[config.mk]
export PLATFORM = sky130hd
export DESIGN_NAME = lpfp_front
export DESIGN_NICKNAME = d
export VERILOG_FILES = /design/src/hw/rtl/lpfp_pkg.sv /design/src/hw/rtl/lpfp_front.sv
export SDC_FILE = /design/constraint.sdc
export NUM_CORES = 1
export LEC_CHECK = 0
export BUFFER_PORTS_ARGS = -buffer_cell sky130_fd_sc_hd__buf_2
export CORE_MARGIN = 1
export CORE_UTILIZATION = 55
export DETAILED_ROUTE_END_ITERATION = 16
export PLACE_DENSITY_LB_ADDON = 0.3
export SETUP_SLACK_MARGIN = 0.4
export SLEW_MARGIN = 20
export SYNTH_ARGS = -nofsm -noshare
export SYNTH_HDL_FRONTEND = slang
export SYNTH_SLANG_ARGS = --single-unit
[constraint.sdc]
create_clock -name clk_i -period 1 [get_ports clk_i]
set_clock_uncertainty 0.15 [all_clocks]
set_input_delay 0.15 -clock clk_i [delete_from_list [all_inputs] [get_ports clk_i]]
set_output_delay 0.15 -clock clk_i [all_outputs]
set_load 0.02 [all_outputs]
[src/hw/rtl/lpfp_pkg.sv]
// Package for the range-finder point filter and projection core.
// Holds the transfer payload types, register indexes and CORDIC constants.
// No dependencies.
`default_nettype none

package lpfp_pkg;

  // Configuration register indexes
  typedef enum logic [2:0] {
    CFG_MIN_QUALITY  = 3'd0,
    CFG_MAX_DISTANCE = 3'd1,
    CFG_SCALE        = 3'd2,
    CFG_CENTER_X     = 3'd3,
    CFG_CENTER_Y     = 3'd4
  } cfg_reg_e;

  localparam int unsigned CfgIdxW  = 3;
  localparam int unsigned CfgDataW = 16;

  // Input measurement
  typedef struct packed {
    logic [15:0] distance_q2;
    logic [15:0] angle_phase;
    logic [7:0]  quality_raw;
  } point_in_t;

  // Projected result
  typedef struct packed {
    logic               keep;
    logic signed [11:0] screen_x;
    logic signed [11:0] screen_y;
    logic [7:0]         intensity;
  } point_out_t;

  // Data that rides along the CORDIC stages
  typedef struct packed {
    logic        keep;
    logic        flip;
    logic [31:0] range_q18;
    logic [7:0]  intensity;
  } side_t;

  // CORDIC constants: gain in Q30, angles in units of 2^32 per turn
  localparam int unsigned        AtanEntries = 24;
  localparam logic signed [31:0] GainQ30     = 32'sd652032874;
  localparam logic signed [31:0] AtanTurn32 [AtanEntries] = '{
    32'sd536870912, 32'sd316933406, 32'sd167458907, 32'sd85004756,
    32'sd42667331,  32'sd21354465,  32'sd10679838,  32'sd5340245,
    32'sd2670163,   32'sd1335087,   32'sd667544,    32'sd333772,
    32'sd166886,    32'sd83443,     32'sd41722,     32'sd20861,
    32'sd10430,     32'sd5215,      32'sd2608,      32'sd1304,
    32'sd652,       32'sd326,       32'sd163,       32'sd81
  };

endpackage

`default_nettype wire

[src/hw/rtl/lpfp_front.sv]
// Front stage: quality, filter decision, intensity, range product and angle fold.
// Depends on lpfp_pkg.
`default_nettype none

module lpfp_front import lpfp_pkg::*; #(
  parameter int unsigned QUALITY_SHIFT = 2
) (
  input  wire logic               clk_i,
  input  wire logic               rst_ni,
  input  wire logic               en_i,
  input  wire logic               valid_i,
  input  wire point_in_t          data_i,
  input  wire logic [5:0]         min_quality_i,
  input  wire logic [13:0]        max_distance_i,
  input  wire logic [15:0]        scale_i,
  output logic                    valid_o,
  output logic signed [31:0]      z_o,
  output side_t                   side_o
);

  logic [7:0]         quality;
  logic [14:0]        q_x127;
  logic [15:0]        q_x127_p1;
  logic [15:0]        div_sum;
  logic [7:0]         div255;
  logic [8:0]         inten_sum;
  logic [7:0]         inten;
  logic               keep;
  logic [31:0]        range_q18;
  logic signed [16:0] ang_s;
  logic signed [16:0] ang_fold;
  logic               flip;

  logic               valid_q;
  logic signed [31:0] z_q;
  side_t              side_q;

  // Quality, filters
  assign quality = data_i.quality_raw >> QUALITY_SHIFT;
  assign keep    = (data_i.distance_q2 != 16'd0)
                && (quality >= {2'b00, min_quality_i})
                && (data_i.distance_q2 <= {max_distance_i, 2'b00});

  // Intensity: 128 + q*127/255, the divide done as (x+1 + (x+1)>>8) >> 8
  assign q_x127    = {quality, 7'b0} - {7'b0, quality};
  assign q_x127_p1 = {1'b0, q_x127} + 16'd1;
  assign div_sum   = q_x127_p1 + (q_x127_p1 >> 8);
  assign div255    = div_sum[15:8];
  assign inten_sum = 9'd128 + {1'b0, div255};
  assign inten     = inten_sum[8] ? 8'd255 : inten_sum[7:0];

  // Scaled range in Q18 pixels
  assign range_q18 = data_i.distance_q2 * scale_i;

  // Fold bearing into [-90, +90] degrees
  assign ang_s = {data_i.angle_phase[15], data_i.angle_phase};
  always_comb begin
    ang_fold = ang_s;
    flip     = 1'b0;
    if (ang_s > 17'sd16384) begin
      ang_fold = ang_s - 17'sd32768;
      flip     = 1'b1;
    end else if (ang_s < -17'sd16384) begin
      ang_fold = ang_s + 17'sd32768;
      flip     = 1'b1;
    end
  end

  // Stage register
  always_ff @(posedge clk_i or negedge rst_ni) begin
    if (!rst_ni) begin
      valid_q <= 1'b0;
    end else if (en_i) begin
      valid_q <= valid_i;
    end
  end

  always_ff @(posedge clk_i) begin
    if (en_i) begin
      z_q              <= {ang_fold[15:0], 16'b0};
      side_q.keep      <= keep;
      side_q.flip      <= flip;
      side_q.range_q18 <= range_q18;
      side_q.intensity <= inten;
    end
  end

  assign valid_o = valid_q;
  assign z_o     = z_q;
  assign side_o  = side_q;

endmodule

`default_nettype wire

# Yosys cells after proc, flatten, opt, wreduce, memory -nomap -nowiden
# Index checks and enable logic that the tools add are counted.
# classes
addsub	6
multipliers	1
n_lt_le_gt_ge	4
muxes	3
n_reduce_logical	3
# ops
operator	n
multiplier 16 x 16 -> 32 bit	1
two-way mux 16 bit	2
adder 15 x 1 -> 16 bit (second input constant)	1
adder 16 bit (second input constant)	1
adder 16 x 8 -> 16 bit	1
> comparator 16 bit (second input constant)	1
<= comparator 16 bit	1
< comparator 16 x 15 -> 1 bit (second input constant)	1
nonzero test 16 bit	1
subtractor 16 bit (second input constant)	1
subtractor 13 x 6 -> 14 bit	1
adder 8 x 8 -> 9 bit (first input constant)	1
greater-or-equal comparator 6 bit	1
logical AND 1 bit	2
two-way mux 1 bit	1
# totals
ff_bits	59
input_bits	80
elab_cells	23

# Logic depth before layout (Yosys ltp)
# depth
ltp_word	4
mapped_depth	23
ltp_nobuf	22

# Worst setup path after synthesis
# No wires, ideal clock.
# synth_timing
kind	input to register
startpoint	input port data_i[37] in the netlist's numbering
endpoint	register side_q (netlist bit side_o[38]), data pin
t_arrival_ns	5.574
t_required_ns	0.578
path_slack_ns	-4.996
cell_stages	21
n_path_buf	2
cell_sequence	clkbuf_1 > clkbuf_1 > nand2_1 > fa_1 > fa_1 > fa_1 > inv_1 > fa_1 > fa_1 > inv_1 > fa_1 > inv_1 > ha_1 > and4_2 > nand2_1 > nor3_2 > nor2_1 > o311ai_1 > o41a_1 > mux2i_1 > o2111ai_1
# synth_between
elab_chain_cells	1
# synth_lines
element	line_no	rtl
start: declaration	lpfp_front.sv:12	input wire point_in_t data_i,
multiplier 16 x 16 -> 32 bit	lpfp_front.sv:53	assign range_q18 = data_i.distance_q2 * scale_i;
named net range_q18[30]	lpfp_front.sv:29	logic [31:0] range_q18;
end: declaration	lpfp_front.sv:36	side_t side_q;
# The timed path passes the listed nets, and every way through them passes these cells.
# A chain may end at the register's enable or synchronous reset.

# Final worst setup path
# layout_timing
startpoint	input port scale_i[4]
endpoint	register side_q (netlist bit side_o[39]), data pin
# layout_between
elab_chain_cells	1
# layout_lines
element	line_no	rtl
start: declaration	lpfp_front.sv:15	input wire logic [15:0] scale_i,
multiplier 16 x 16 -> 32 bit	lpfp_front.sv:53	
named net range_q18[31]	lpfp_front.sv:29	
# The timed path passes the listed nets, and every way through them passes these cells.

==> results.yml <==
placed_design:
  hpwl_um: 24700
  dp_cells: 1776
  place.gp.congestion: 0.891
  portBuffers: 136
  post_dp_cell_area_mm2: 0.0144
  preCtsSetupSlack_ns: -5.01
global_route:
  grt_pass1_vias: 11163
  grt_pass1_wl_um: 53200
  grt_remaining_overflow: 0
  track_usage: 0.317
  grt_max_degree: 17
  antenna_found_initial: 1
floorplanning:
  core_area_mm2: 0.0205
  dieArea_mm2: 0.0217
  rows: 52
  die_w_um: 147
  num_io_pins: 155
  dieHeight_um: 147
  initial_core_util: 0.568
drt:
  drc: 0
  viasPerCell: 5.45
  first_iter_violations: 486
  drtAntennaViolNets: 0
  dr.pass1.iters: 5
  num_vias: 10083
  drt-wirelength-per-cell_um: 18.8
  finalWirelength_um: 34700
final_layout:
  fillers: 1227
  final_util: 0.808
  nets: 1982
  area_growth_pct: 42.4
  fin_cells: 1851
  fin_area_mm2: 0.0166
  layout_common_cells: "inv_1 (215), buf_4 (194), fa_1 (179)"
  layout-drive-gt1-share: 0.399
  multi_input_area_mm2: 0.00983
  layout.cells.most_common: "inv_1"
  regArea_mm2: 0.00177
clock_network:
  clockRootBuffer: "clkbuf_16"
  clock_path_buffers: 2
  cts.sinks: 59
  cts.reportedPaths.clkPinSlew_ns: 0.06
  clk_latency_ns: 0.34
  cts_tree: "yes"
  htreeDepth: 3
  cts-buffers-inserted: 9
  cts_hold_buf: 1
power_and_ir_drop:
  p_switching_mw: 31.0
  ir_drop_v: 0.00497
  power_frac_comb: 0.874
  intPower_mw: 37.8
  pwr-share-clk: 0.047
  power.total_mw: 68.8
  p_leak_nw: 8.13
  p_per_area_mw_per_mm2: 4150
  p_seq_frac: 0.079
  switching_share: 0.451
setup_path:
  start_kind: "input port"
  cp-end-kind: "flop"
  critPathKind: "in -> reg"
  crit_required_ns: 1.02
  crit_path_max_fanout: 12
  arrival_ns: 5.58
timing:
  worst_pin_slew_ns: 0.582
  timing.final.crit_share: 5.56
  fmax_ghz: 0.180
  hold_slack_ns: -0.157
  fin_ws_ns: -4.56
  setup_viol: 97
  tns_ns: -131.06
  rsz0062_at_grt: "yes"
  drv_slew: 0
  hold_viol: 19
  slew_headroom: 0.607
  fin_crit_ns: 5.56
logic_synthesis:
  syn_inst: 1224
  synth_seq_cells: 59
  synth_area_mm2: 0.0116
  synth_warnings: 0
  synth_edf_count: 58
  synth_ff_type: "edfxtp_1"
  yosysSeqAreaShare: 0.152
  syn_avg_cell_area_um2: 9.50
  ys_types: 68
  async_flop_share: 0.0169
worst_hold_path:
  hold_path_class: "in -> reg"
run_status:
  status: "finished with violations"
  violations: "hold timing, setup timing"
run:
  drv_cap: 0
-- power groups by stage --
stage	sequential, mW	clock, mW	combinational [mW]
after floorplan	6.39	0	33.6
after global placement	5.34	0	49.1
after detailed placement	5.33	0	50.2
after CTS	5.40	3.30	56.0
after global routing	5.38	3.38	65.1
final	5.42	3.25	60.2
-- cells in the mapped netlist, types with 7 or more instances --
cell type  count  area share
buf_4         16       0.010
o21ai_0       12      0.0052
inv_1        254       0.082
xnor2_1       20       0.015
fa_1         194        0.33
edfxtp_1      58        0.15
a21oi_1       24       0.010
a21o_1        20       0.013
xor2_1        14       0.011
clkbuf_1      33       0.011
nand3_1       10      0.0043
o21a_1        12      0.0077
and2_1       123       0.066
nor4_1         7      0.0038
ha_1         133        0.14
nor3_1        10      0.0043
nor2b_1        7      0.0038
nand2_1      159       0.051
nor2_1        30      0.0097
-- metal layers --
metal | GRT usage | wire length, um | up-vias
met5 | 0 | 0 | -
li1 | - | - | 4475
met4 | 0.181 | 2390 | 0
met2 | 0.593 | 18400 | 468
met3 | 0.0543 | 2560 | 172
met1 | 0.335 | 11400 | 4968
-- cell families after synthesis --
logic type | count (synthesis) | share of synthesized area
xor gates and xnor gates | 34 | 0.0256
muxes | 4 | 0.00355
other | 2 | 0.000646
buffers and inverters | 311 | 0.107
adders and majority gates | 327 | 0.477
AOI/OAI and AO/OA | 110 | 0.0709
and+or+nand+nor | 377 | 0.164
DFF | 59 | 0.152
-- critical path, stage by stage --
cell and delay [ns]:
buf_12 0.12, and2_4 0.14, fa_1 0.56, inv_2 0.05, fa_1 0.47, fa_2 0.54, inv_2 0.04, fa_1 0.46
fa_1 0.52, inv_2 0.05, fa_1 0.56, inv_2 0.07, ha_4 0.21, buf_6 0.12, a21oi_4 0.14, o21ai_4 0.09
a221oi_4 0.28, nor4b_4 0.30, a21oi_2 0.13, o41ai_4 0.30, nor2_1 0.09, a211oi_2 0.16
-- layout make-up --
cell class                 count  area share
tap                          270      0.0204
clock inverter                 7     0.00461
multi-input combinational    870       0.594
antenna                        1    0.000151
inverter                     255      0.0595
clock buffer                   9      0.0136
sequential                    59       0.107
timing repair buffer         380       0.201
-- state kept, by name (all words and copies together) (netlist names) --
signal,cells
side_o,42
z_o,16
valid_o,1
-- what timing repair did --
item                                   CTS  global route
endpoints found under the hold margin   19            18
setup endpoints to repair              160           102
buffers inserted                        39            16
pin swaps                              100            71
cloned                                   1             1
resized for setup                      236           130
-- final timing paths --
| path | start | to | slack (ns) | cells past startpoint |
|---|---|---|---|---|
| max | scale_i[4] | side_o[39] | -4.56 | 22 |
| min | data_i[18] | z_o[26] | -0.16 | 1 |
| max reg2reg | valid_o | valid_o | -0.04 | 2 |
| min reg2reg | valid_o | valid_o | 0.48 | 2 |
| max in group asynchronous | rst_ni | valid_o | 0.64 | 2 |
| min in group asynchronous | rst_ni | valid_o | -0.04 | 2 |
Power figures use the tool's default switching activity.
