--- config.mk ---
export PLATFORM = sky130hd
export DESIGN_NAME = lpfp_cordic
export DESIGN_NICKNAME = d
export VERILOG_FILES = /design/src/hw/rtl/lpfp_pkg.sv /design/src/hw/rtl/lpfp_cordic.sv
export SDC_FILE = /design/constraint.sdc
export NUM_CORES = 2
export LEC_CHECK = 0
export BUFFER_PORTS_ARGS = -buffer_cell sky130_fd_sc_hd__buf_2
export CORE_MARGIN = 2
export CORE_UTILIZATION = 50
export CTS_BUF_LIST = sky130_fd_sc_hd__clkbuf_4 sky130_fd_sc_hd__clkbuf_8
export CTS_CLUSTER_SIZE = 10
export DETAILED_ROUTE_END_ITERATION = 10
export PLACE_DENSITY = 0.68
export SYNTH_ARGS = -nofsm -noshare
export SYNTH_HDL_FRONTEND = slang
export SYNTH_SLANG_ARGS = --single-unit
--- constraint.sdc ---
create_clock -name clk_i -period 4.7 [get_ports clk_i]
set_input_delay 0.94 -clock clk_i [delete_from_list [all_inputs] [get_ports clk_i]]
set_output_delay 0.94 -clock clk_i [all_outputs]
set_load 0.05 [all_outputs]
--- src/hw/rtl/lpfp_pkg.sv ---
// Package for the range-finder point filter and projection core.
// Holds the transfer payload types, register indexes and CORDIC constants.
// No dependencies.
`default_nettype none

package lpfp_pkg;

  // Configuration register indexes
  typedef enum logic [2:0] {
    CFG_MIN_QUALITY  = 3'd0,
    CFG_MAX_DISTANCE = 3'd1,
    CFG_SCALE        = 3'd2,
    CFG_CENTER_X     = 3'd3,
    CFG_CENTER_Y     = 3'd4
  } cfg_reg_e;

  localparam int unsigned CfgIdxW  = 3;
  localparam int unsigned CfgDataW = 16;

  // Input measurement
  typedef struct packed {
    logic [15:0] distance_q2;
    logic [15:0] angle_phase;
    logic [7:0]  quality_raw;
  } point_in_t;

  // Projected result
  typedef struct packed {
    logic               keep;
    logic signed [11:0] screen_x;
    logic signed [11:0] screen_y;
    logic [7:0]         intensity;
  } point_out_t;

  // Data that rides along the CORDIC stages
  typedef struct packed {
    logic        keep;
    logic        flip;
    logic [31:0] range_q18;
    logic [7:0]  intensity;
  } side_t;

  // CORDIC constants: gain in Q30, angles in units of 2^32 per turn
  localparam int unsigned        AtanEntries = 24;
  localparam logic signed [31:0] GainQ30     = 32'sd652032874;
  localparam logic signed [31:0] AtanTurn32 [AtanEntries] = '{
    32'sd536870912, 32'sd316933406, 32'sd167458907, 32'sd85004756,
    32'sd42667331,  32'sd21354465,  32'sd10679838,  32'sd5340245,
    32'sd2670163,   32'sd1335087,   32'sd667544,    32'sd333772,
    32'sd166886,    32'sd83443,     32'sd41722,     32'sd20861,
    32'sd10430,     32'sd5215,      32'sd2608,      32'sd1304,
    32'sd652,       32'sd326,       32'sd163,       32'sd81
  };

endpackage

`default_nettype wire

--- src/hw/rtl/lpfp_cordic.sv ---
// Pipelined rotation-mode CORDIC, one micro-rotation per register stage.
// Depends on lpfp_pkg.
`default_nettype none

module lpfp_cordic import lpfp_pkg::*; #(
  parameter int unsigned CORDIC_STAGES = 16
) (
  input  wire logic               clk_i,
  input  wire logic               rst_ni,
  input  wire logic               en_i,
  input  wire logic               valid_i,
  input  wire logic signed [31:0] z_i,
  input  wire side_t              side_i,
  output logic                    valid_o,
  output logic signed [31:0]      cos_o,
  output logic signed [31:0]      sin_o,
  output side_t                   side_o
);

  logic [CORDIC_STAGES-1:0] valid_q;
  logic signed [31:0]       x_q    [CORDIC_STAGES];
  logic signed [31:0]       y_q    [CORDIC_STAGES];
  logic signed [31:0]       z_q    [CORDIC_STAGES-1];
  side_t                    side_q [CORDIC_STAGES];

  for (genvar i = 0; i < CORDIC_STAGES; i++) begin : g_stage
    logic signed [31:0] x_in;
    logic signed [31:0] y_in;
    logic signed [31:0] z_in;
    logic               v_in;
    side_t              s_in;
    logic signed [31:0] x_nxt;
    logic signed [31:0] y_nxt;

    // Stage inputs
    if (i == 0) begin : g_first
      assign x_in = GainQ30;
      assign y_in = 32'sd0;
      assign z_in = z_i;
      assign v_in = valid_i;
      assign s_in = side_i;
    end else begin : g_next
      assign x_in = x_q[i-1];
      assign y_in = y_q[i-1];
      assign z_in = z_q[i-1];
      assign v_in = valid_q[i-1];
      assign s_in = side_q[i-1];
    end

    // Micro-rotation, direction from the residual angle sign
    always_comb begin
      if (!z_in[31]) begin
        x_nxt = x_in - (y_in >>> i);
        y_nxt = y_in + (x_in >>> i);
      end else begin
        x_nxt = x_in + (y_in >>> i);
        y_nxt = y_in - (x_in >>> i);
      end
    end

    always_ff @(posedge clk_i or negedge rst_ni) begin
      if (!rst_ni) begin
        valid_q[i] <= 1'b0;
      end else if (en_i) begin
        valid_q[i] <= v_in;
      end
    end

    always_ff @(posedge clk_i) begin
      if (en_i) begin
        x_q[i]    <= x_nxt;
        y_q[i]    <= y_nxt;
        side_q[i] <= s_in;
      end
    end

    // Residual angle is not needed after the last stage
    if (i != CORDIC_STAGES - 1) begin : g_zreg
      always_ff @(posedge clk_i) begin
        if (en_i) begin
          z_q[i] <= z_in[31] ? (z_in + AtanTurn32[i]) : (z_in - AtanTurn32[i]);
        end
      end
    end
  end

  assign valid_o = valid_q[CORDIC_STAGES-1];
  assign cos_o   = x_q[CORDIC_STAGES-1];
  assign sin_o   = y_q[CORDIC_STAGES-1];
  assign side_o  = side_q[CORDIC_STAGES-1];

endmodule

`default_nettype wire

Word level (Yosys, flattened, before mapping)
Memories as Yosys holds them, arrays and structs flattened. Index checks and enable logic that the tools add are counted.

Add/sub/neg operators: 90. Multiplexer cells: 48.

Operator list (number): two-way mux 32 bit (46); adder 32 x 17 -> 32 bit (2); adder 32 x 18 -> 32 bit (2); adder 32 x 19 -> 32 bit (2); adder 32 x 20 -> 32 bit (2); adder 32 x 21 -> 32 bit (2); adder 32 x 22 -> 32 bit (2); adder 32 x 23 -> 32 bit (2); adder 32 x 24 -> 32 bit (2); adder 32 x 25 -> 32 bit (2); adder 32 x 26 -> 32 bit (2); adder 32 x 27 -> 32 bit (2); adder 32 x 28 -> 32 bit (2); adder 32 x 29 -> 32 bit (2); adder 32 x 30 -> 32 bit (2); adder 32 x 31 -> 32 bit (2); subtractor 32 x 17 -> 32 bit (2); subtractor 32 x 18 -> 32 bit (2); subtractor 32 x 19 -> 32 bit (2); subtractor 32 x 20 -> 32 bit (2); subtractor 32 x 21 -> 32 bit (2); subtractor 32 x 22 -> 32 bit (2); subtractor 32 x 23 -> 32 bit (2); subtractor 32 x 24 -> 32 bit (2); 38 further kinds (46).

Memory bits (writable): 2176. Logic and storage cells: 158. Flip-flop bits (word level): 16. Memories: 4. Input port bits: 78.

Memories: side_q (depth 16, width 42, read ports 16, clocked after memory_dff 0, write ports 16, RTL line lpfp_cordic.sv:24) `side_t side_q [CORDIC_STAGES];`; x_q (depth 16, width 32, read ports 16, clocked after memory_dff 0, write ports 16, RTL line lpfp_cordic.sv:21) `logic signed [31:0] x_q [CORDIC_STAGES];`; y_q (depth 16, width 32, read ports 16, clocked after memory_dff 0, write ports 16, RTL line lpfp_cordic.sv:22) `logic signed [31:0] y_q [CORDIC_STAGES];`; z_q (depth 15, width 32, read ports 15, clocked after memory_dff 0, write ports 15, RTL line lpfp_cordic.sv:23) `logic signed [31:0] z_q [CORDIC_STAGES-1];`.

Logic depth before layout (Yosys ltp)
An unclocked memory read counts as a cell.

Word-level depth: 3. Gate-level depth with buffers: 22. Gate-level depth less buffers: 21.

Worst setup path after synthesis
OpenSTA, ideal clock, no wires.

Kind: register to register. Start: mem z_q[10][31] (netlist: z_q[5][31]). End: mem x_q[11][30] (netlist: x_q[1][126]), data pin. Slack: 165 ps. Stages on the path, launching flop included: 17. Data arrival time: 4268 ps. Library setup time: 267 ps. Path buffers: 2. Path through: edfxtp_1 -> clkbuf_1 -> buf_1 -> inv_1 -> o21ai_0 -> xnor2_1 -> ha_1 -> a2111oi_2 -> o21ai_1 -> a311o_1 -> a221o_1 -> a211o_1 -> a31oi_1 -> o21ai_1 -> a41oi_1 -> mux2i_1 -> o211ai_1.

RTL lines (RTL line): start, declared (lpfp_cordic.sv:23); end, declared (lpfp_cordic.sv:21).

==> reports/qor.yml <==
grt:
  antenna_found_initial: 3
  grt_first_pass_wirelength_um: 504800
  grt_max_degree: 164
  grt-ovfl-total: 0
  grt_pass1_vias: 96770
  grt_usage: 0.2156
die:
  num_rows: 193
  start_util: 0.5035
  fp.dieW_um: 531.9
  io_pins: 185
  die-area_um2: 282900
  core_area_um2: 276700
  die_y_um: 531.9
route:
  post_drt_wl_per_cell_um: 17.51
  vias_per_cell: 5.623
  via_count: 101000
  final_antenna_net_count: 0
  drt_iter0_drc: 6441
  firstDrtPassIters: 6
  drt-total-wl_um: 314400
  drc: 0
clock_network:
  cts_tree: "yes"
  clk_pin_slew_worst_paths_ns: 0.06
  cts_buffer_depth: 4
  clock_sinks: 2073
  cts_buffers: 356
  cts_max_level: 5
  cts_root_buffer: "clkbuf_8"
  insertion_delay_ns: 1.11
synth:
  synth_ff_type: "edfxtp_1"
  synth.avg_cell_area_um2: 10.68
  synth_area_um2: 139300
  synthCells: 13050
  ys_ff_latch: 2073
  synth-async-reset-ratio: 0.007718
  yosysWarnings: 0
  synth_cell_type_count: 93
  yosysSeqAreaShare: 0.4462
  synth_nets: 14580
  synth_edf_count: 2057
timing:
  fin_crit_ns: 4.553
  worst_slew_pin_slew_ns: 1.002
  hold_viol_final: 0
  slew_headroom: 0.3277
  max_clock_freq_mhz: 219.7
  setup_viol: 0
  fin_crit_sh: 0.9686
  finClkSkew_ns: 0.1192
  fin_ws_ns: 0.1473
  maxSlewViolCount: 0
  holdWs_ns: 0.1134
cells_and_area:
  final_cell_mix: "2,057 x edfxtp_1, 1,404 x ha_1, 1,290 x a21oi_1"
  layoutNonFillerInstCount: 17960
  fill_cells: 24090
  multi_input_area_um2: 75140
  fin_nets: 15500
  drive_above_1_share: 0.1075
  layout_commonest_cell: "edfxtp_1"
  area_growth_pct: 12.55
  ff_latch_area_um2: 62170
placed_design:
  post-place-ws_ns: -0.01254
  dpl.hpwl_um: 240400
  portBuffers: 184
  gp_congestion: 0.9182
  placedCellCount: 17220
critical_path:
  critPathMaxFanout: 3
  worstSetupStartpointType: "register"
  crit_required_ns: 5.45
  worstPathArrival_ns: 5.30
  r2r_setup_slack_ns: 0.15
  crit_type: "register to register"
  worst_setup_path_end_kind: "register"
outcome:
  outcome: "finished clean"
hold_path:
  hold_class: "primary input to register"
run:
  maxCapViolCount: 0
## worst max-delay path, cell delays in order (launching register included)
cell      delay [ns]
edfxtp_1        0.40
inv_1           0.08
ha_1            0.17
nand2b_1        0.09
or4_4           0.46
nor2_4          0.12
nand2_2         0.10
o41ai_4         0.42
xnor2_2         0.13
buf_4           0.14
ha_1            0.28
nand4_1         0.12
inv_1           0.05
a221oi_1        0.26
o21ai_1         0.16
a31o_2          0.29
a41oi_1         0.27
o21ai_1         0.18
a211o_1         0.29
a21oi_1         0.18
xnor2_1         0.08
## logic make-up after synthesis
kind of cell               after synthesis  synth area share
buffers and inverters                  722           0.01945
AOI/OAI and AO/OA                     3780            0.1736
DFF                                   2073            0.4462
adders and majority gates             1454            0.1329
and+or+nand+nor                       3216            0.1128
xor gates and xnor gates              1672            0.1052
muxes                                  129          0.009868
## cell type report
cell class                      count  area share
Clock inverter                    172    0.009478
Sequential cell                  2073      0.3964
Clock buffer                      458     0.03652
Tap cell                         3705     0.02956
Multi-Input combinational cell  10250      0.4791
Timing Repair Buffer              754     0.03595
Antenna cell                        7   0.0001117
Inverter                          536     0.01283
## synth_stat cells, drive strengths merged (22+ instances only)
cell type / number / share of area
and2: 66 / 0.0030
ha: 1410 / 0.13
mux2i: 62 / 0.0045
nor3b: 30 / 0.0016
nand2: 599 / 0.016
nand3: 222 / 0.0080
buf: 44 / 0.0012
nor2b: 160 / 0.0072
nand2b: 173 / 0.0078
a21boi: 60 / 0.0033
a211oi: 125 / 0.0068
xor2: 601 / 0.038
o31a: 34 / 0.0021
a21oi: 1302 / 0.047
o41ai: 43 / 0.0028
edfxtp: 2057 / 0.44
inv: 534 / 0.014
a31oi: 139 / 0.0062
nor3: 322 / 0.012
a31o: 23 / 0.0014
nor4: 79 / 0.0037
nor2: 1072 / 0.029
or2: 46 / 0.0021
or4: 48 / 0.0027
o2111ai: 23 / 0.0014
a21o: 616 / 0.033
o21a: 217 / 0.012
nand4: 87 / 0.0039
or3: 73 / 0.0033
a41oi: 27 / 0.0017
clkbuf: 142 / 0.0038
and3: 130 / 0.0058
mux2: 67 / 0.0054
nand3b: 22 / 0.0012
o21ai: 584 / 0.021
fa: 44 / 0.0063
a221oi: 32 / 0.0020
and4: 38 / 0.0024
a2111oi: 46 / 0.0030
o31ai: 70 / 0.0038
a211o: 42 / 0.0027
xnor2: 1071 / 0.067
a311oi: 24 / 0.0015
o21bai: 140 / 0.0075
o211ai: 70 / 0.0038
## sequential cells by signal, summed over array words and instances (netlist names)
signal	cells
g_stage.v_in	15
y_q	481
side_q	672
z_q	448
x_q	456
valid_o	1
## layer usage
| layer | global-route usage | vias up | share of wire | routed length (um) |
|---|---|---|---|---|
| met3 | 0.02636 | 553 | 0.039 | 12410 |
| met5 | 0 | - | 0 | 0 |
| met1 | 0.2764 | 47500 | 0.44 | 138900 |
| li1 | - | 50880 | - | - |
| met4 | 0.06730 | 0 | 0.030 | 9487 |
| met2 | 0.3780 | 2039 | 0.49 | 153600 |
## path summary, 6_finish.rpt
kind / startpoint / endpoint / cells after the start
hold / removal: side_i[27] / side_q[0][27] / 1
max in group asynchronous: rst_ni / g_stage[13].v_in / 2
setup reg to reg: y_q[1][108] / x_q[1][158] / 20
hold reg to reg: side_q[5][22] / side_q[6][22] / 0
min in group asynchronous: rst_ni / g_stage[2].v_in / 2
setup / recovery: y_q[1][108] / x_q[1][158] / 20
## per-stage QoR
stage	setup TNS [ns]	instance area, um^2	utilization
after global routing	-0.3559	156800	0.5667
after detailed placement	-0.01656	148000	0.5348
after global placement	0	148000	0.5348
final	0	156800	0.5667
after CTS	0	155900	0.5635
after floorplan	0	139300	-
## what timing repair did
action / CTS / global route
buffers inserted: 0 / 30
hold buffers: 69 / 0
setup endpoints to repair: 6 / 101
hold endpoints to repair: 84 / 0
pin swaps: 0 / 27
gates resized for setup: 4 / 153
Power is not shown: default switching activity piles up to over one toggle a cycle in this logic, so the estimate is an artifact.
