File: src/hw/rtl/lpfp_pkg.sv
// Package for the range-finder point filter and projection core.
// Holds the transfer payload types, register indexes and CORDIC constants.
// No dependencies.
`default_nettype none

package lpfp_pkg;

  // Configuration register indexes
  typedef enum logic [2:0] {
    CFG_MIN_QUALITY  = 3'd0,
    CFG_MAX_DISTANCE = 3'd1,
    CFG_SCALE        = 3'd2,
    CFG_CENTER_X     = 3'd3,
    CFG_CENTER_Y     = 3'd4
  } cfg_reg_e;

  localparam int unsigned CfgIdxW  = 3;
  localparam int unsigned CfgDataW = 16;

  // Input measurement
  typedef struct packed {
    logic [15:0] distance_q2;
    logic [15:0] angle_phase;
    logic [7:0]  quality_raw;
  } point_in_t;

  // Projected result
  typedef struct packed {
    logic               keep;
    logic signed [11:0] screen_x;
    logic signed [11:0] screen_y;
    logic [7:0]         intensity;
  } point_out_t;

  // Data that rides along the CORDIC stages
  typedef struct packed {
    logic        keep;
    logic        flip;
    logic [31:0] range_q18;
    logic [7:0]  intensity;
  } side_t;

  // CORDIC constants: gain in Q30, angles in units of 2^32 per turn
  localparam int unsigned        AtanEntries = 24;
  localparam logic signed [31:0] GainQ30     = 32'sd652032874;
  localparam logic signed [31:0] AtanTurn32 [AtanEntries] = '{
    32'sd536870912, 32'sd316933406, 32'sd167458907, 32'sd85004756,
    32'sd42667331,  32'sd21354465,  32'sd10679838,  32'sd5340245,
    32'sd2670163,   32'sd1335087,   32'sd667544,    32'sd333772,
    32'sd166886,    32'sd83443,     32'sd41722,     32'sd20861,
    32'sd10430,     32'sd5215,      32'sd2608,      32'sd1304,
    32'sd652,       32'sd326,       32'sd163,       32'sd81
  };

endpackage

`default_nettype wire

File: src/hw/rtl/lpfp_project.sv
// Projection back end: Q1.15 rounding, range multiply, offset and saturation.
// Three register stages; the last one is the output register. Depends on lpfp_pkg.
`default_nettype none

module lpfp_project import lpfp_pkg::*; (
  input  wire logic               clk_i,
  input  wire logic               rst_ni,
  input  wire logic               en_i,
  input  wire logic               valid_i,
  input  wire logic signed [31:0] cos_i,
  input  wire logic signed [31:0] sin_i,
  input  wire side_t              side_i,
  input  wire logic [10:0]        center_x_i,
  input  wire logic [10:0]        center_y_i,
  output logic                    valid_o,
  output point_out_t              data_o
);

  // Round Q30 to Q1.15, clamp to +-32767
  function automatic logic signed [15:0] to_q15(input logic signed [31:0] v);
    logic signed [32:0] sum;
    logic signed [17:0] rnd;
    sum = {v[31], v} + 33'sd16384;
    rnd = sum[32:15];
    if (rnd > 18'sd32767) begin
      return 16'sd32767;
    end else if (rnd < -18'sd32767) begin
      return -16'sd32767;
    end
    return rnd[15:0];
  endfunction

  // Clamp to the 12-bit screen range
  function automatic logic signed [11:0] sat12(input logic signed [15:0] v);
    if (v > 16'sd2047) begin
      return 12'sd2047;
    end else if (v < -16'sd2048) begin
      return -12'sd2048;
    end
    return v[11:0];
  endfunction

  // Stage 1: rounded, unfolded sine and cosine
  logic signed [15:0] sin_r;
  logic signed [15:0] cos_r;
  logic               v1_q;
  logic signed [15:0] sin1_q;
  logic signed [15:0] cos1_q;
  side_t              side1_q;

  assign sin_r = side_i.flip ? -to_q15(sin_i) : to_q15(sin_i);
  assign cos_r = side_i.flip ? -to_q15(cos_i) : to_q15(cos_i);

  always_ff @(posedge clk_i) begin
    if (en_i) begin
      sin1_q  <= sin_r;
      cos1_q  <= cos_r;
      side1_q <= side_i;
    end
  end

  // Stage 2: range times magnitude
  logic signed [15:0] sin_abs;
  logic signed [15:0] cos_abs;
  logic               v2_q;
  logic [46:0]        px2_q;
  logic [46:0]        py2_q;
  logic               sx_neg2_q;
  logic               sy_neg2_q;
  logic               keep2_q;
  logic [7:0]         inten2_q;

  assign sin_abs = sin1_q[15] ? -sin1_q : sin1_q;
  assign cos_abs = cos1_q[15] ? -cos1_q : cos1_q;

  always_ff @(posedge clk_i) begin
    if (en_i) begin
      px2_q     <= side1_q.range_q18 * sin_abs[14:0];
      py2_q     <= side1_q.range_q18 * cos_abs[14:0];
      sx_neg2_q <= sin1_q[15];
      sy_neg2_q <= cos1_q[15];
      keep2_q   <= side1_q.keep;
      inten2_q  <= side1_q.intensity;
    end
  end

  // Stage 3: truncate toward zero, add to the center, saturate
  logic signed [14:0] off_x;
  logic signed [14:0] off_y;
  logic signed [15:0] pos_x;
  logic signed [15:0] pos_y;
  logic               v3_q;
  point_out_t         out_q;

  assign off_x = sx_neg2_q ? -$signed({1'b0, px2_q[46:33]}) : $signed({1'b0, px2_q[46:33]});
  assign off_y = sy_neg2_q ? -$signed({1'b0, py2_q[46:33]}) : $signed({1'b0, py2_q[46:33]});
  assign pos_x = $signed({5'b0, center_x_i}) + {off_x[14], off_x};
  assign pos_y = $signed({5'b0, center_y_i}) - {off_y[14], off_y};

  always_ff @(posedge clk_i) begin
    if (en_i) begin
      out_q.keep      <= keep2_q;
      out_q.screen_x  <= keep2_q ? sat12(pos_x) : 12'sd0;
      out_q.screen_y  <= keep2_q ? sat12(pos_y) : 12'sd0;
      out_q.intensity <= inten2_q;
    end
  end

  // Valid bits
  always_ff @(posedge clk_i or negedge rst_ni) begin
    if (!rst_ni) begin
      v1_q <= 1'b0;
      v2_q <= 1'b0;
      v3_q <= 1'b0;
    end else if (en_i) begin
      v1_q <= valid_i;
      v2_q <= v1_q;
      v3_q <= v2_q;
    end
  end

  assign valid_o = v3_q;
  assign data_o  = out_q;

endmodule

`default_nettype wire

File: config.mk
export PLATFORM = sky130hd
export DESIGN_NAME = lpfp_project
export DESIGN_NICKNAME = d
export VERILOG_FILES = /design/src/hw/rtl/lpfp_pkg.sv /design/src/hw/rtl/lpfp_project.sv
export SDC_FILE = /design/constraint.sdc
export NUM_CORES = 2
export LEC_CHECK = 0
export BUFFER_PORTS_ARGS = -buffer_cell sky130_fd_sc_hd__clkbuf_2
export CORE_ASPECT_RATIO = 0.9
export CORE_MARGIN = 2
export CORE_UTILIZATION = 45
export CTS_CLUSTER_SIZE = 16
export DETAILED_ROUTE_END_ITERATION = 10
export HOLD_SLACK_MARGIN = 0.08
export PLACE_DENSITY = 0.72
export SLEW_MARGIN = 10
export SYNTH_ARGS = -nofsm -noshare
export SYNTH_HDL_FRONTEND = slang
export SYNTH_SLANG_ARGS = --single-unit
File: constraint.sdc
create_clock -name clk_i -period 11.1 [get_ports clk_i]
set_clock_uncertainty 0.05 [all_clocks]
set_input_delay 2.22 -clock clk_i [delete_from_list [all_inputs] [get_ports clk_i]]
set_output_delay 2.22 -clock clk_i [all_outputs]
set_load 0.02 [all_outputs]
======== Word-level counts from Yosys, hierarchy flattened ========
Cells that the tools add are included.
word-level totals
  bits in registers ....................... 214
  bits in latches ......................... 0
  RAM bits ................................ 0
  memory bits (read-only) ................. 0
  input port bits ......................... 132
  output and inout port bits .............. 34
  logic and storage cells ................. 66
  memories kept ........................... 0
operators by class
  add/sub/neg operators ................... 10
  multiply operators ...................... 2
  div/mod/pow operators ................... 0
  order comparisons ....................... 8
  equal/unequal tests ..................... 0
  shift operators ......................... 0
  multiplexer cells ....................... 28
  bitwise operators ....................... 0
  reductions and logical operators ........ 0
operators by type and width
  kind                      count
  $mux W16                  8
  $mul A32 B15 Y47          2
  $mux W12                  6
  $add A32 B16 Y33 const B  2
  $mux W15                  4
  $gt A18 B16 Y1 const B    2
  $lt A18 B16 Y1 const B    2
  $gt A16 B12 Y1 const B    2
  $lt A16 B12 Y1 const B    2
  $neg A16 Y16              2
  $neg A14 Y15              2
  $neg A15 Y15              2
  $add A12 B15 Y16          1
  $sub A12 B15 Y16          1
  $mux W1                   10

======== Longest topological paths before layout ========
  word-level depth ........................ 8
  mapped depth ............................ 31

======== Least setup slack after synthesis ========
Ideal clock, no wire load.
  path kind ............................... register -> register
  start point ............................. register cos1_q[4]
  end point ............................... register py2_q[40] (data pin)
  setup time .............................. 260 ps
  arrival time ............................ 7310 ps
  required time ........................... 10790 ps
  slack ................................... 3480 ps
  stages on the path, launching flop included .. 25
  buffers on the path ..................... 1
  cells stage by stage .................... edfxtp_1 > or4_1 > or2_2 > o41ai_1 > xnor2_1 > clkbuf_1 > nand2_1 > fa_1 > inv_1 > fa_1 > fa_1 > fa_1 > fa_1 > inv_1 > fa_1 > inv_1 > ha_1 > a222oi_1 > nor4b_1 > nand4b_1 > a31oi_1 > o31ai_1 > and2_1 > a221o_1 > xor2_1
between the ends
  word-level cells in the longest chain between the ends .. 3
RTL lines
  item                    line                text
  from (decl)             lpfp_project.sv:48  logic signed [15:0] cos1_q;
  from (signal assigned)  lpfp_project.sv:57  cos1_q <= cos_r;
  $neg A15 Y15            lpfp_project.sv:74  assign cos_abs = cos1_q[15] ? -cos1_q : cos1_q;
  $mux W15 (*)            lpfp_project.sv:74
  $mul A32 B15 Y47 (*)    lpfp_project.sv:79  py2_q <= side1_q.range_q18 * cos_abs[14:0];
  to (signal assigned)    lpfp_project.sv:79
  to (decl)               lpfp_project.sv:67  logic [46:0] py2_q;
Mark *: on every way between the ends. The rest lies on a longest branch, timed or not.
A chain may end at the register's enable or synchronous reset.

======== Worst setup path after layout ========
Same ends and word-level chain as after synthesis.

==> impl_metrics.json <==
{
  "outcome": "finished, final reports clean",
  "clock.fmax_ghz": 0.1095,
  "post-route-cell-area_mm2": 0.03996,
  "timing.max_slew.rel_slack_pct": 14.54,
  "area.growth.synth_to_final_pct": 7.002,
  "async_flop_share_pct": 2.027,
  "netlist_area_mm2": 0.03735,
  "cts_root_buf": "clkbuf_16",
  "r2r_setup_slk_ps": 1970,
  "post_cts_resized": 0,
  "via_per_inst": 5.322,
  "setup-violations-final": 0,
  "standard_cell_row_count": 100,
  "cts-hold-fix-buffers": 0,
  "clkTransAtPathRegs_ps": 80,
  "cp_data_arrival_time_ps": 9320,
  "dpl-instance-area_mm2": 0.03933,
  "detailedPlace.worstSlack_ps": 2055,
  "start_util_pct": 45.29,
  "floorplan.die.height_um": 277.3,
  "wire_length_of_the_first_global_routing_pass_um": 150700,
  "detailroute.wirelength.met3_um": 6986,
  "synth_enable_flop_cells": 145,
  "portBuffers": 137,
  "crit-reg2reg-launch": "cos1_q[4]$_DFFE_PP_",
  "finalWeightedCongestion": 0.8616,
  "design.final.nets": 5204,
  "reg2reg_depth": 26,
  "final.min_clock_period_ps": 9131,
  "detail_route.first_pass.iterations": 6,
  "topmost_layer_with_routed_signal_wires": "met4",
  "global_route_usage_over_all_layers_pct": 22.10,
  "grt_max_degree": 76,
  "pin_count": 166,
  "wl_per_cell_um": 17.40,
  "share_of_the_cycle_needed_by_the_critical_path_after_routing_pct": 82.26,
  "wl_met1_um": 38400,
  "worstSetupStartpoint": "cos1_q[4]$_DFFE_PP_",
  "cts_sinks": 148,
  "cell_count_after_synthesis": 4047,
  "post-route-drc-count": 0,
  "routed-wl-met2_um": 41450,
  "htree_num_levels": 4,
  "ys_seq_area_share_pct": 11.86,
  "die_width_um": 307.7,
  "setup_total_negative_slack_ps": 0,
  "critical_path.endpoint": "py2_q[40]$_DFFE_PP_",
  "design.core.area_mm2": 0.08245,
  "worst_skew_pair.late_latency_ps": 490,
  "ys_warn_count": 0,
  "fin_ws_ps": 1969,
  "critPathRequiredTime_ps": 11290,
  "synth.ff_latch_count": 148,
  "routed_wirelength_um": 89340,
  "netlist-cell-type-count": 76,
  "setup_repair_after_global_routing_missed_its_margin": "no",
  "clock_buffers_created_by_tritoncts": 17,
  "hold_viol_final": 0,
  "hp-class": "flop to flop",
  "drtIter0Drc": 1777,
  "rr_endpoint": "py2_q[40]$_DFFE_PP_",
  "crit_path_end_kind": "flop",
  "grt_overflow_total": 0,
  "final_cell_mix": "inv_1 (782), fa_1 (776), nand2_1 (589)",
  "critPathLaunchType": "flop",
  "dp_hpwl_um": 66640,
  "mostFrequentLayoutCell": "inv_1",
  "reported_max_cap_violation_count": 0,
  "slew_violations": 0,
  "clock_path_buffers": 2,
  "syn-num-nets": 5201,
  "post_route_cells_drive_above_1_share_pct": 7.556,
  "ant_nets": 0,
  "via_count": 27320,
  "setup.worst_path.class": "flop to flop",
  "grt_pass1_vias": 29190,
  "maximum_fanout_along_the_worst_path": 18,
  "die_area_mm2": 0.08532,
  "max_slew.worst_pin.slew_ps": 1276,
  "tritoncts": "built",
  "antenna_found_initial": 1,
  "diodes": 0,
  "synth_area_per_cell_um2": 9.228,
  "synth_flop_cell": "edfxtp_1",
  "cts_setup_buffers": 0
}
==> sequential cells by signal, indices dropped and copies added, names as in the netlist, 8 cells and up <==
name      count
px2_q        14
data_o       33
py2_q        14
cos1_q       16
side1_q      41
inten2_q      8
sin1_q       16
==> logic make-up (layout without fill, tap and decap cells) <==
kind of cell / after synthesis / in the layout / share of synthesized area [%]
buffers and inverters: 1010 / 1026 / 10.18
XOR/XNOR: 141 / 141 / 3.307
flip-flops: 148 / 148 / 11.86
AO/OA/AOI/OAI: 368 / 368 / 6.496
adder cells (fa/ha/maj): 1022 / 1022 / 49.84
multiplexers: 10 / 10 / 0.2781
AND/OR/NAND/NOR: 1348 / 1348 / 18.04
==> stage by stage <==
stage	hold slack, ps	std cells	utilization, %
after global placement	350.4	5102	47.70
after CTS	371.9	5134	48.46
after floorplan	350.3	4047	-
final	371.9	5134	48.47
after global routing	384.8	5134	48.47
after detailed placement	354.5	5102	47.70
==> final cells by class <==
class                      count  area, um^2
sequential                   148        4429
inverter                     782        2935
timing repair buffer         212        1267
multi-input combinational   2889       29360
clock inverter                15       200.2
tap                         1071        1340
clock buffer                  17       425.4
fill                        7472       42490
==> how the worst min path moves through the flow <==
stage | endpoint | slack [ps] | from | depth (start not counted)
final | data_o[5]$_DFFE_PP_ | 370 | inten2_q[5]$_DFFE_PP_ | 0
after global routing | data_o[3]$_DFFE_PP_ | 380 | inten2_q[3]$_DFFE_PP_ | 0
after CTS | data_o[5]$_DFFE_PP_ | 370 | inten2_q[5]$_DFFE_PP_ | 0
after detailed placement | data_o[6]$_DFFE_PP_ | 350 | inten2_q[6]$_DFFE_PP_ | 0
after global placement | inten2_q[5]$_DFFE_PP_ | 350 | side1_q[5]$_DFFE_PP_ | 0
after floorplan | data_o[0]$_DFFE_PP_ | 350 | inten2_q[0]$_DFFE_PP_ | 0
==> metal layers <==
layer	vias to the layer above	track usage (%)
li1	12400	-
met2	944	35.13
met3	158	4.255
met1	13820	30.68
met5	-	0
met4	0	6.717
==> cell usage after synthesis (76+ instances only) <==
| cell type | number | area, um^2 |
|---|---|---|
| inv_1 | 782 | 2935 |
| fa_1 | 776 | 15530 |
| nand2_1 | 589 | 2211 |
| and2_1 | 328 | 2052 |
| ha_1 | 246 | 3078 |
| clkbuf_1 | 222 | 833.3 |
| edfxtp_1 | 145 | 4354 |
| nor2b_1 | 130 | 813.3 |
| xnor2_1 | 97 | 849.6 |
| o21ai_0 | 96 | 480.5 |
| nor2_1 | 79 | 296.5 |
| a21oi_1 | 76 | 380.4 |
==> worst max-delay path: stages (launching register included) <==
cell       delay (ps)
edfxtp_1          470
or4_1             580
or2_2             310
o41ai_1           610
xnor2_2           450
buf_4             370
and2_1            200
fa_1              490
inv_1              50
fa_1              530
inv_1              50
fa_1              490
fa_1              420
fa_1              490
inv_1              50
fa_1              480
inv_1              40
ha_1              310
a21o_1            190
a21o_1            160
a21oi_1           210
o2111ai_1         250
a31oi_1           590
o31ai_1           260
and2_1            270
a221o_1           340
xor2_1            140
Power is not shown: default switching activity piles up to over one toggle a cycle in this logic, so the estimate is an artifact.
